`src/hw/rtl/ccd_pkg.sv`:
```
package ccd_pkg;

  localparam int unsigned MaxPayloadDefault = 256;
  localparam int unsigned HeaderBytes       = 3;
  localparam int unsigned CountWidth        = 16;
  localparam int unsigned OutDataWidth      = 48;

  localparam logic [7:0]  Delimiter  = 8'h00;
  localparam logic [7:0]  FullCode   = 8'hFF;
  localparam logic [15:0] CountSat   = 16'hFFFF;

  typedef enum logic {
    KIND_DATA    = 1'b0,
    KIND_VERDICT = 1'b1
  } kind_e;

  typedef enum logic [2:0] {
    ST_OK       = 3'd0,
    ST_TRUNC    = 3'd1,
    ST_SHORT    = 3'd2,
    ST_MISMATCH = 3'd3,
    ST_TOO_LONG = 3'd4
  } status_e;

endpackage

```
`src/hw/rtl/cobs_command_deframer.sv`:
```
// COBS command deframer.
// Slave side (s_axis_*) takes one received link byte per transfer; a zero
// byte closes a frame. Non-zero bytes are COBS-decoded. The first three
// decoded bytes form the header (command code, big-endian payload length),
// later bytes come out at once as indexed payload bytes (tuser = 0).
// At each delimiter of a non-empty frame one verdict comes out (tuser = 1)
// carrying status, command code and payload length. The consumer drops the
// payload bytes of a frame unless its verdict is ok. Empty frames give
// nothing; payload past MAX_PAYLOAD is not sent and gives a too-long
// verdict unless the frame is truncated. A byte is registered on
// acceptance and then decoded into the output register. One byte is taken
// every cycle while the master side keeps up; the decode state update is
// the loop that sets this.
// Reset clears all frame state and empties both registers. When the master
// side stalls, the output holds and the input register fills, then
// s_axis_tready_o drops until the result is taken.
module cobs_command_deframer
  import ccd_pkg::*;
#(
  parameter int unsigned MAX_PAYLOAD = MaxPayloadDefault
) (
  input  logic                    clk_i,
  input  logic                    rst_ni,
  input  logic                    s_axis_tvalid_i,
  output logic                    s_axis_tready_o,
  input  logic [7:0]              s_axis_tdata_i,   // [7:0] rx_byte
  output logic                    m_axis_tvalid_o,
  input  logic                    m_axis_tready_i,
  // [7:0] payload_byte, [15:8] payload_index, [18:16] status,
  // [26:19] command_code, [42:27] payload_length, [47:43] zero
  output logic [OutDataWidth-1:0] m_axis_tdata_o,
  output logic                    m_axis_tuser_o    // [0] kind
);

  localparam logic [CountWidth:0]   MaxLen = (CountWidth+1)'(MAX_PAYLOAD);
  localparam logic [CountWidth-1:0] HdrCnt = CountWidth'(HeaderBytes);

  logic       in_valid_q, in_valid_d;
  logic [7:0] in_byte_q;

  logic                  started_q, started_d;
  logic [7:0]            group_left_q, group_left_d;
  logic                  group_full_q, group_full_d;
  logic [CountWidth-1:0] count_q, count_d;
  logic [7:0]            code_q, code_d;
  logic [15:0]           length_q, length_d;
  logic                  overflow_q, overflow_d;

  logic        out_valid_q, out_valid_d;
  kind_e       out_kind_q, out_kind_d;
  logic [7:0]  out_byte_q, out_byte_d;
  logic [7:0]  out_index_q, out_index_d;
  status_e     out_status_q, out_status_d;
  logic [7:0]  out_code_q, out_code_d;
  logic [15:0] out_length_q, out_length_d;

  logic                  out_free, proc;
  logic                  dec_en;
  logic [7:0]            dec_val;
  logic [CountWidth-1:0] pos;
  logic [CountWidth:0]   len_plus;

  assign out_free        = !out_valid_q || m_axis_tready_i;
  assign proc            = in_valid_q && out_free;
  assign s_axis_tready_o = !in_valid_q || proc;
  assign in_valid_d      = (s_axis_tvalid_i && s_axis_tready_o) || (in_valid_q && !proc);
  assign pos             = count_q - HdrCnt;
  assign len_plus        = {1'b0, length_q} + (CountWidth+1)'(HeaderBytes);

  always_comb begin
    started_d    = started_q;
    group_left_d = group_left_q;
    group_full_d = group_full_q;
    count_d      = count_q;
    code_d       = code_q;
    length_d     = length_q;
    overflow_d   = overflow_q;
    out_valid_d  = out_valid_q && !m_axis_tready_i;
    out_kind_d   = out_kind_q;
    out_byte_d   = out_byte_q;
    out_index_d  = out_index_q;
    out_status_d = out_status_q;
    out_code_d   = out_code_q;
    out_length_d = out_length_q;
    dec_en       = 1'b0;
    dec_val      = in_byte_q;

    if (proc) begin
      if (in_byte_q == Delimiter) begin
        if (started_q) begin
          out_valid_d  = 1'b1;
          out_kind_d   = KIND_VERDICT;
          out_byte_d   = '0;
          out_index_d  = '0;
          out_code_d   = code_q;
          out_length_d = length_q;
          if (group_left_q != '0) begin
            out_status_d = ST_TRUNC;
          end else if (count_q < HdrCnt) begin
            out_status_d = ST_SHORT;
          end else if (overflow_q || ({1'b0, pos} > MaxLen)) begin
            out_status_d = ST_TOO_LONG;
          end else if (len_plus != {1'b0, count_q}) begin
            out_status_d = ST_MISMATCH;
          end else begin
            out_status_d = ST_OK;
          end
          started_d    = 1'b0;
          group_left_d = '0;
          group_full_d = 1'b0;
          count_d      = '0;
          code_d       = '0;
          length_d     = '0;
          overflow_d   = 1'b0;
        end
      end else if (!started_q) begin
        started_d    = 1'b1;
        group_left_d = in_byte_q - 8'd1;
        group_full_d = (in_byte_q == FullCode);
      end else if (group_left_q != '0) begin
        group_left_d = group_left_q - 8'd1;
        dec_en       = 1'b1;
      end else begin
        group_left_d = in_byte_q - 8'd1;
        group_full_d = (in_byte_q == FullCode);
        dec_en       = !group_full_q;
        dec_val      = '0;
      end

      if (dec_en) begin
        if (count_q == CountSat) begin
          overflow_d = 1'b1;
        end else begin
          count_d = count_q + CountWidth'(1);
          if (count_q == CountWidth'(0)) begin
            code_d = dec_val;
          end else if (count_q == CountWidth'(1)) begin
            length_d = {dec_val, length_q[7:0]};
          end else if (count_q == CountWidth'(2)) begin
            length_d = {length_q[15:8], dec_val};
          end else if ({1'b0, pos} >= MaxLen) begin
            overflow_d = 1'b1;
          end else begin
            out_valid_d  = 1'b1;
            out_kind_d   = KIND_DATA;
            out_byte_d   = dec_val;
            out_index_d  = pos[7:0];
            out_status_d = ST_OK;
            out_code_d   = '0;
            out_length_d = '0;
          end
        end
      end
    end
  end

  always_ff @(posedge clk_i or negedge rst_ni) begin
    if (!rst_ni) begin
      in_valid_q   <= 1'b0;
      started_q    <= 1'b0;
      group_left_q <= '0;
      group_full_q <= 1'b0;
      count_q      <= '0;
      code_q       <= '0;
      length_q     <= '0;
      overflow_q   <= 1'b0;
      out_valid_q  <= 1'b0;
    end else begin
      in_valid_q   <= in_valid_d;
      started_q    <= started_d;
      group_left_q <= group_left_d;
      group_full_q <= group_full_d;
      count_q      <= count_d;
      code_q       <= code_d;
      length_q     <= length_d;
      overflow_q   <= overflow_d;
      out_valid_q  <= out_valid_d;
    end
  end

  always_ff @(posedge clk_i) begin
    if (s_axis_tvalid_i && s_axis_tready_o) begin
      in_byte_q <= s_axis_tdata_i;
    end
    out_kind_q   <= out_kind_d;
    out_byte_q   <= out_byte_d;
    out_index_q  <= out_index_d;
    out_status_q <= out_status_d;
    out_code_q   <= out_code_d;
    out_length_q <= out_length_d;
  end

  assign m_axis_tvalid_o = out_valid_q;
  assign m_axis_tuser_o  = out_kind_q;
  assign m_axis_tdata_o  = {5'b0, out_length_q, out_code_q, out_status_q,
                            out_index_q, out_byte_q};

endmodule

```
`config.mk`:
```
export PLATFORM = sky130hd
export DESIGN_NAME = cobs_command_deframer
export DESIGN_NICKNAME = d
export VERILOG_FILES = /design/src/hw/rtl/ccd_pkg.sv /design/src/hw/rtl/cobs_command_deframer.sv
export SDC_FILE = /design/constraint.sdc
export NUM_CORES = 1
export LEC_CHECK = 0
export BUFFER_PORTS_ARGS = -buffer_cell sky130_fd_sc_hd__buf_2
export CAP_MARGIN = 20
export CORE_ASPECT_RATIO = 0.6
export CORE_MARGIN = 2
export CORE_UTILIZATION = 50
export DETAILED_ROUTE_END_ITERATION = 16
export PLACE_DENSITY = 0.68
export SKIP_LAST_GASP = 1
export SLEW_MARGIN = 20
export SYNTH_ARGS = -nofsm -noshare
export SYNTH_HDL_FRONTEND = slang
export SYNTH_SLANG_ARGS = --single-unit
```
`constraint.sdc`:
```
create_clock -name clk_i -period 2.5 [get_ports clk_i]
set_input_delay 0.5 -clock clk_i [delete_from_list [all_inputs] [get_ports clk_i]]
set_output_delay 0.5 -clock clk_i [all_outputs]
set_load 0.01 [all_outputs]
```
# Yosys cells after proc, flatten, opt, wreduce, memory -nomap -nowiden
# Index checks and enable logic that the tools add are counted.
[totals] elab_cells=155 regBits=105
[classes] muxes=101 eq_ne=9 reduce_logical=20 add_sub_neg=5 order_cmp=3
[ops] op="2-to-1 mux 16 bit" n=19
[ops] op="2-to-1 mux 8 bit" n=36
[ops] op="2-to-1 mux 1 bit" n=34
[ops] op="2-to-1 mux 3 bit" n=11
[ops] op="adder 16 x 2 -> 17 bit (second input constant)" n=1
[ops] op="inequality test 17 x 16 -> 1 bit" n=1
[ops] op="adder 16 x 1 -> 16 bit (second input constant)" n=1
[ops] op="== test 16 x 1 -> 1 bit (second input constant)" n=1
[ops] op="== test 16 bit (second input constant)" n=1
[ops] op="== test 16 x 2 -> 1 bit (second input constant)" n=1
[ops] op="greater-or-equal comparator 16 x 9 -> 1 bit (second input constant)" n=1
[ops] op="greater-than comparator 16 x 9 -> 1 bit (second input constant)" n=1
[ops] op="zero test 16 bit" n=1
[ops] op="less-than comparator 16 x 2 -> 1 bit (second input constant)" n=1
[ops] op="subtractor 16 x 2 -> 16 bit (second input constant)" n=1
[ops] op="subtractor 8 x 1 -> 8 bit (second input constant)" n=2
[ops] op="== test 8 bit (second input constant)" n=1
[ops] op="zero test 8 bit" n=1
[ops] op="nonzero test 8 bit" n=1
[ops] op="AND reduction 2 bit" n=3
[ops] op="zero test 1 bit" n=5
[ops] op="inequality test 5 bit (second input constant)" n=1
[ops] op="logical AND 1 bit" n=4
[ops] op="logical OR 1 bit" n=4
[ops] op="other kinds (5)" n=5

# Longest topological paths before layout
[logic_depth] word_depth=14 mapped_depth=12 ltp_nobuf=9

# Worst setup path after synthesis
# No wires, ideal clock.
[synth_timing] path_type="in2reg" startpoint="input m_axis_tready_i" endpoint="register group_full_q" t_arrival_ns=2.660 path_buffers=0 setup_slack_ns=-0.288 path_stages=6 path_cell_list="nand2b_1 nand2_1 inv_1 o21ai_1 a21oi_1 mux2_1"
[synth_between] elab_chain_cells=3
[synth_rtl] item="start, declared" line_no="cobs_command_deframer.sv:28" text="input logic m_axis_tready_i,"
[synth_rtl] item="logical OR 1 bit" line_no="cobs_command_deframer.sv:63" text="assign out_free = !out_valid_q || m_axis_tready_i;"
[synth_rtl] item="logical AND 1 bit" line_no="cobs_command_deframer.sv:64" text="assign proc = in_valid_q && out_free;"
[synth_rtl] item="via proc" line_no="cobs_command_deframer.sv:57" text="logic out_free, proc;"
[synth_rtl] item="AND reduction 3 bit (no line)"
[synth_rtl] item="end signal, assigned" line_no="cobs_command_deframer.sv:172" text="group_full_q <= group_full_d;"
[synth_rtl] item="end, declared" line_no="cobs_command_deframer.sv:43" text="logic group_full_q, group_full_d;"
# The timed path passes the listed nets, and every way through them passes these cells.
# A chain may end at the register's enable or synchronous reset.

# Worst setup path in the final report
[layout_timing] startpoint="register length_q[0]" endpoint="register out_status_q[0] (data pin)"
[layout_between] elab_chain_cells=14
[layout_rtl] item="start, declared" line_no="cobs_command_deframer.sv:46" text="logic [15:0] length_q, length_d;"
[layout_rtl] item="start signal, assigned" line_no="cobs_command_deframer.sv:175" text="length_q <= length_d;"
[layout_rtl] item="adder 16 x 2 -> 17 bit (*)" line_no="cobs_command_deframer.sv:68" text="assign len_plus = {1'b0, length_q} + (CountWidth+1)'(HeaderBytes);"
[layout_rtl] item="inequality test 17 x 16 -> 1 bit (*)" line_no="cobs_command_deframer.sv:103" text="end else if (len_plus != {1'b0, count_q}) begin"
[layout_rtl] item="2-to-1 mux 2 bit (*)" line_no="cobs_command_deframer.sv:103"
[layout_rtl] item="2-to-1 mux 3 bit (*)" line_no="cobs_command_deframer.sv:101" text="end else if (overflow_q || ({1'b0, pos} > MaxLen)) begin"
[layout_rtl] item="2-to-1 mux 3 bit (*)" line_no="cobs_command_deframer.sv:99" text="end else if (count_q < HdrCnt) begin"
[layout_rtl] item="2-to-1 mux 3 bit (*)" line_no="cobs_command_deframer.sv:97" text="if (group_left_q != '0) begin"
[layout_rtl] item="2-to-1 mux 3 bit (*)" line_no="cobs_command_deframer.sv:90" text="if (started_q) begin"
[layout_rtl] item="2-to-1 mux 3 bit (*)" line_no="cobs_command_deframer.sv:89" text="if (in_byte_q == Delimiter) begin"
[layout_rtl] item="2-to-1 mux 3 bit" line_no="cobs_command_deframer.sv:141" text="end else if ({1'b0, pos} >= MaxLen) begin"
[layout_rtl] item="2-to-1 mux 3 bit" line_no="cobs_command_deframer.sv:139" text="end else if (count_q == CountWidth'(2)) begin"
[layout_rtl] item="2-to-1 mux 3 bit" line_no="cobs_command_deframer.sv:137" text="end else if (count_q == CountWidth'(1)) begin"
[layout_rtl] item="2-to-1 mux 3 bit" line_no="cobs_command_deframer.sv:135" text="if (count_q == CountWidth'(0)) begin"
[layout_rtl] item="2-to-1 mux 3 bit" line_no="cobs_command_deframer.sv:131" text="if (count_q == CountSat) begin"
[layout_rtl] item="2-to-1 mux 3 bit (*)" line_no="cobs_command_deframer.sv:130" text="if (dec_en) begin"
[layout_rtl] item="end signal, assigned" line_no="cobs_command_deframer.sv:188" text="out_status_q <= out_status_d;"
[layout_rtl] item="end, declared" line_no="cobs_command_deframer.sv:53" text="status_e out_status_q, out_status_d;"
# Every way passes the cells marked *; elsewhere a longest branch is shown, timed or not.

==> flow_metrics.env <==
export IMPL_clk_latency_ps=360
export IMPL_port_buffers=57
export IMPL_holdWs_ps=138.0
export IMPL_drv_slew=0
export IMPL_place_ws_ps=-308.0
export IMPL_clkTransAtPathRegs_ps=90
export IMPL_gr_total_overflow=0
export IMPL_relSlewSlack_pct=59.31
export IMPL_fmax_mhz=370.1
export IMPL_grt_usage_pct=30.05
export IMPL_die_w_microns=149.9
export IMPL_ant_nets=0
export IMPL_routed_via_density=6.076
export IMPL_cp_end_kind="flop"
export IMPL_required_ps=2620
export IMPL_ir_drop_mv=0.4054
export IMPL_nFillCells=948
export IMPL_syn_to_final_growth_pct=36.25
export IMPL_r2r_start="length_q[0]"
export IMPL_wl_met3_mm=2.068
export IMPL_finClkSkew_ps=14.10
export IMPL_worst_slew_pin_slew_ps=610.3
export IMPL_dieArea_sq_um=13720
export IMPL_leakage_nw=3.710
export IMPL_first_pass_iters=5
export IMPL_hold_viol=0
export IMPL_wl_met1_mm=9.332
export IMPL_io_pins=63
export IMPL_root_buffer="clkbuf_16"
export IMPL_syn_instance_count=698
export IMPL_synth_edf_count=52
export IMPL_top_layer="met4"
export IMPL_grt_pass1_wl_mm=31.60
export IMPL_rrSetupSlack_ps=-200
export IMPL_fin_nets=883
export IMPL_core_area_sq_um=12260
export IMPL_ys_flop_type="dfrtp_1"
export IMPL_status="complete, but fails checks"
export IMPL_clk_path_buf_depth=2
export IMPL_period_needed_ps=2702
export IMPL_r2r_end="out_status_q[0]"
export IMPL_hold_path_class="input pin to async pin"
export IMPL_cap_violations=0
export IMPL_finalCritPeriodShare_pct=108.1
export IMPL_p_per_area_nw_per_um2=862.4
export IMPL_antennaDiodeCount=0
export IMPL_finalSetupViolations=34
export IMPL_drive_above_1_share_pct=38.22
export IMPL_avgSynthCellArea_sq_um=9.147
export IMPL_synth_cell_area_sq_um=6385
export IMPL_drt_iter0_markers=698
export IMPL_synth_seq_cells=105
export IMPL_cts_htree_levels=3
export IMPL_arrival_ps=2820
export IMPL_yosysSeqAreaShare_pct=45.23
export IMPL_fp_dieH_microns=91.53
export IMPL_met2_length_mm=9.193
export IMPL_cts_sinks=105
export IMPL_mostFrequentLayoutCell="nand2_1"
export IMPL_cts_tree="done"
export IMPL_dp_cells=989
export IMPL_drc=0
export IMPL_num_rows=31
export IMPL_cts_buffers=9
export IMPL_cp_max_fo=6
export IMPL_yosys_warnings=0
export IMPL_violations="setup timing"
export IMPL_yosysUniqueCellTypes=80
export IMPL_drt_wirelength_per_cell_microns=20.25
export IMPL_critPathLaunchType="flop"
export IMPL_grt_max_degree=34
export IMPL_criticalPathCategory="flop to flop"
export IMPL_dpl_hpwl_mm=14.48
export IMPL_synth_async_reset_ratio_pct=50.48
export IMPL_initial_core_util_pct=52.09
export IMPL_rsz0062_at_grt="true"
export IMPL_ctsHoldBuffers=0
export IMPL_vias=6264
export IMPL_most_common_layout_cells="nand2_1 (120), buf_4 (117), buf_2 (58)"
export IMPL_wl_mm=20.88
export IMPL_reg2regPathDepth=8
export IMPL_place_congestion=0.9472
export IMPL_grt_pass1_vias=5812
export IMPL_postLayoutSetupSlackWorst_ps=-201.9
export IMPL_grt_antenna_before_repair=0
export IMPL_instances_no_fill=1031
[how the worst max path moves through the flow]
stage,slack (ps),depth (start not counted),to,start
finish,-200,8,out_status_q[0],length_q[0]
global route,-250,8,out_status_q[0],length_q[0]
CTS,-150,7,out_status_q[1],length_q[0]
detailed placement,-310,8,out_status_q[0],length_q[1]
global placement,-270,8,out_status_q[0],length_q[1]
floorplan,-20,10,out_byte_q[6],count_q[6]
[metal layers]
metal  vias up  track usage (%)
li1       2822                -
met1      3057            44.53
met2       352            43.00
met3        33            7.990
met4         0            8.648
met5         -                0
[power by group]
part / switching [mW] / internal, mW / total (mW)
sequential: 0.334 / 2.17 / 2.50
clock: 0.759 / 0.726 / 1.48
combinational: 1.90 / 1.62 / 3.51
total: 2.99 / 4.51 / 7.50
[cell families (layout without fill, tap and decap cells)]
logic type,Yosys count,in the layout,share of synthesized area [%]
AND/OR/NAND/NOR,295,295,23.91
XOR/XNOR,31,31,4.252
other,1,5,0.05873
AO/OA/AOI/OAI,174,174,16.97
flip-flops,105,105,45.23
multiplexers,9,9,1.470
adder cells (fa/ha/maj),10,10,1.960
buffers and inverters,73,237,6.153
[cell type report]
type	count	area [sq um]	share of cell area, %
multi-input cells	524	3546	40.76
flip-flops and latches	105	2907	33.41
repair buffers	204	1662	19.10
clock buffers	9	225.2	2.589
well taps	165	206.4	2.373
clock inverters	7	86.33	0.9924
inverters	17	67.56	0.7766
[worst max-delay path, cell delays in order, from the launching register on]
cell and delay, ps:
dfrtp_2 450, or4b_4 550, a2111o_1 420, a31oi_4 210
a31oi_4 70, nor4_4 350, buf_4 170, a21oi_1 50
o211a_1 200
[Yosys cell counts, types with 4 or more instances]
master	instances	area [sq um]
xnor2_1	18	157.7
mux2i_1	6	60.06
ha_1	10	125.1
nor3_1	9	45.04
o21ai_2	8	70.07
o31ai_1	7	52.55
and2_1	11	68.82
buf_6	8	90.09
nand3_1	29	145.1
inv_1	17	63.81
o21ai_0	29	145.1
clkbuf_1	26	97.59
xor2_1	13	113.9
nor2b_1	4	25.02
nand4_1	8	50.05
or4_1	6	45.04
nand2_1	126	473.0
and3_1	7	43.79
a31oi_1	11	68.82
nand2b_1	5	31.28
nor4_2	4	50.05
nor4_1	13	81.33
o21ai_1	41	205.2
a21oi_1	44	220.2
nand3b_1	7	52.55
edfxtp_1	52	1562
buf_4	10	75.07
o22ai_1	4	25.02
dfrtp_1	53	1326
nor2_1	44	165.2
buf_2	10	50.05
[flip-flops by register name, summed over array words and instances, names as in the netlist]
register / cells
m_axis_tuser_o: 1
started_q: 1
overflow_q: 1
out_code_q: 8
length_q: 16
group_full_q: 1
out_status_q: 3
code_q: 8
in_valid_q: 1
group_left_q: 8
in_byte_q: 8
out_length_q: 16
count_q: 16
m_axis_tvalid_o: 1
out_index_q: 8
out_byte_q: 8
[through the flow]
step                      instance area [sq um]  utilization [%]  setup TNS [ps]  power [mW]
after global placement                     7627            62.23           -1414       5.369
after global routing                       8700            70.98           -5235       7.878
after detailed placement                   7627            62.23           -3202       5.462
after CTS                                  8192            66.83           -2808       7.093
after floorplan                            6485                -          -21.38       4.299
final                                      8700            70.98           -2140       7.502
[repair_timing]
item / 4_1_cts / 5_1_grt
endpoints found under the hold margin: 0 / 0
endpoints found under the setup margin: 55 / 67
pin swaps: 10 / 27
cloned: 2 / 4
buffers inserted: 9 / 14
resized for setup: 27 / 84
No activity file was read; power rests on OpenSTA's default activity.
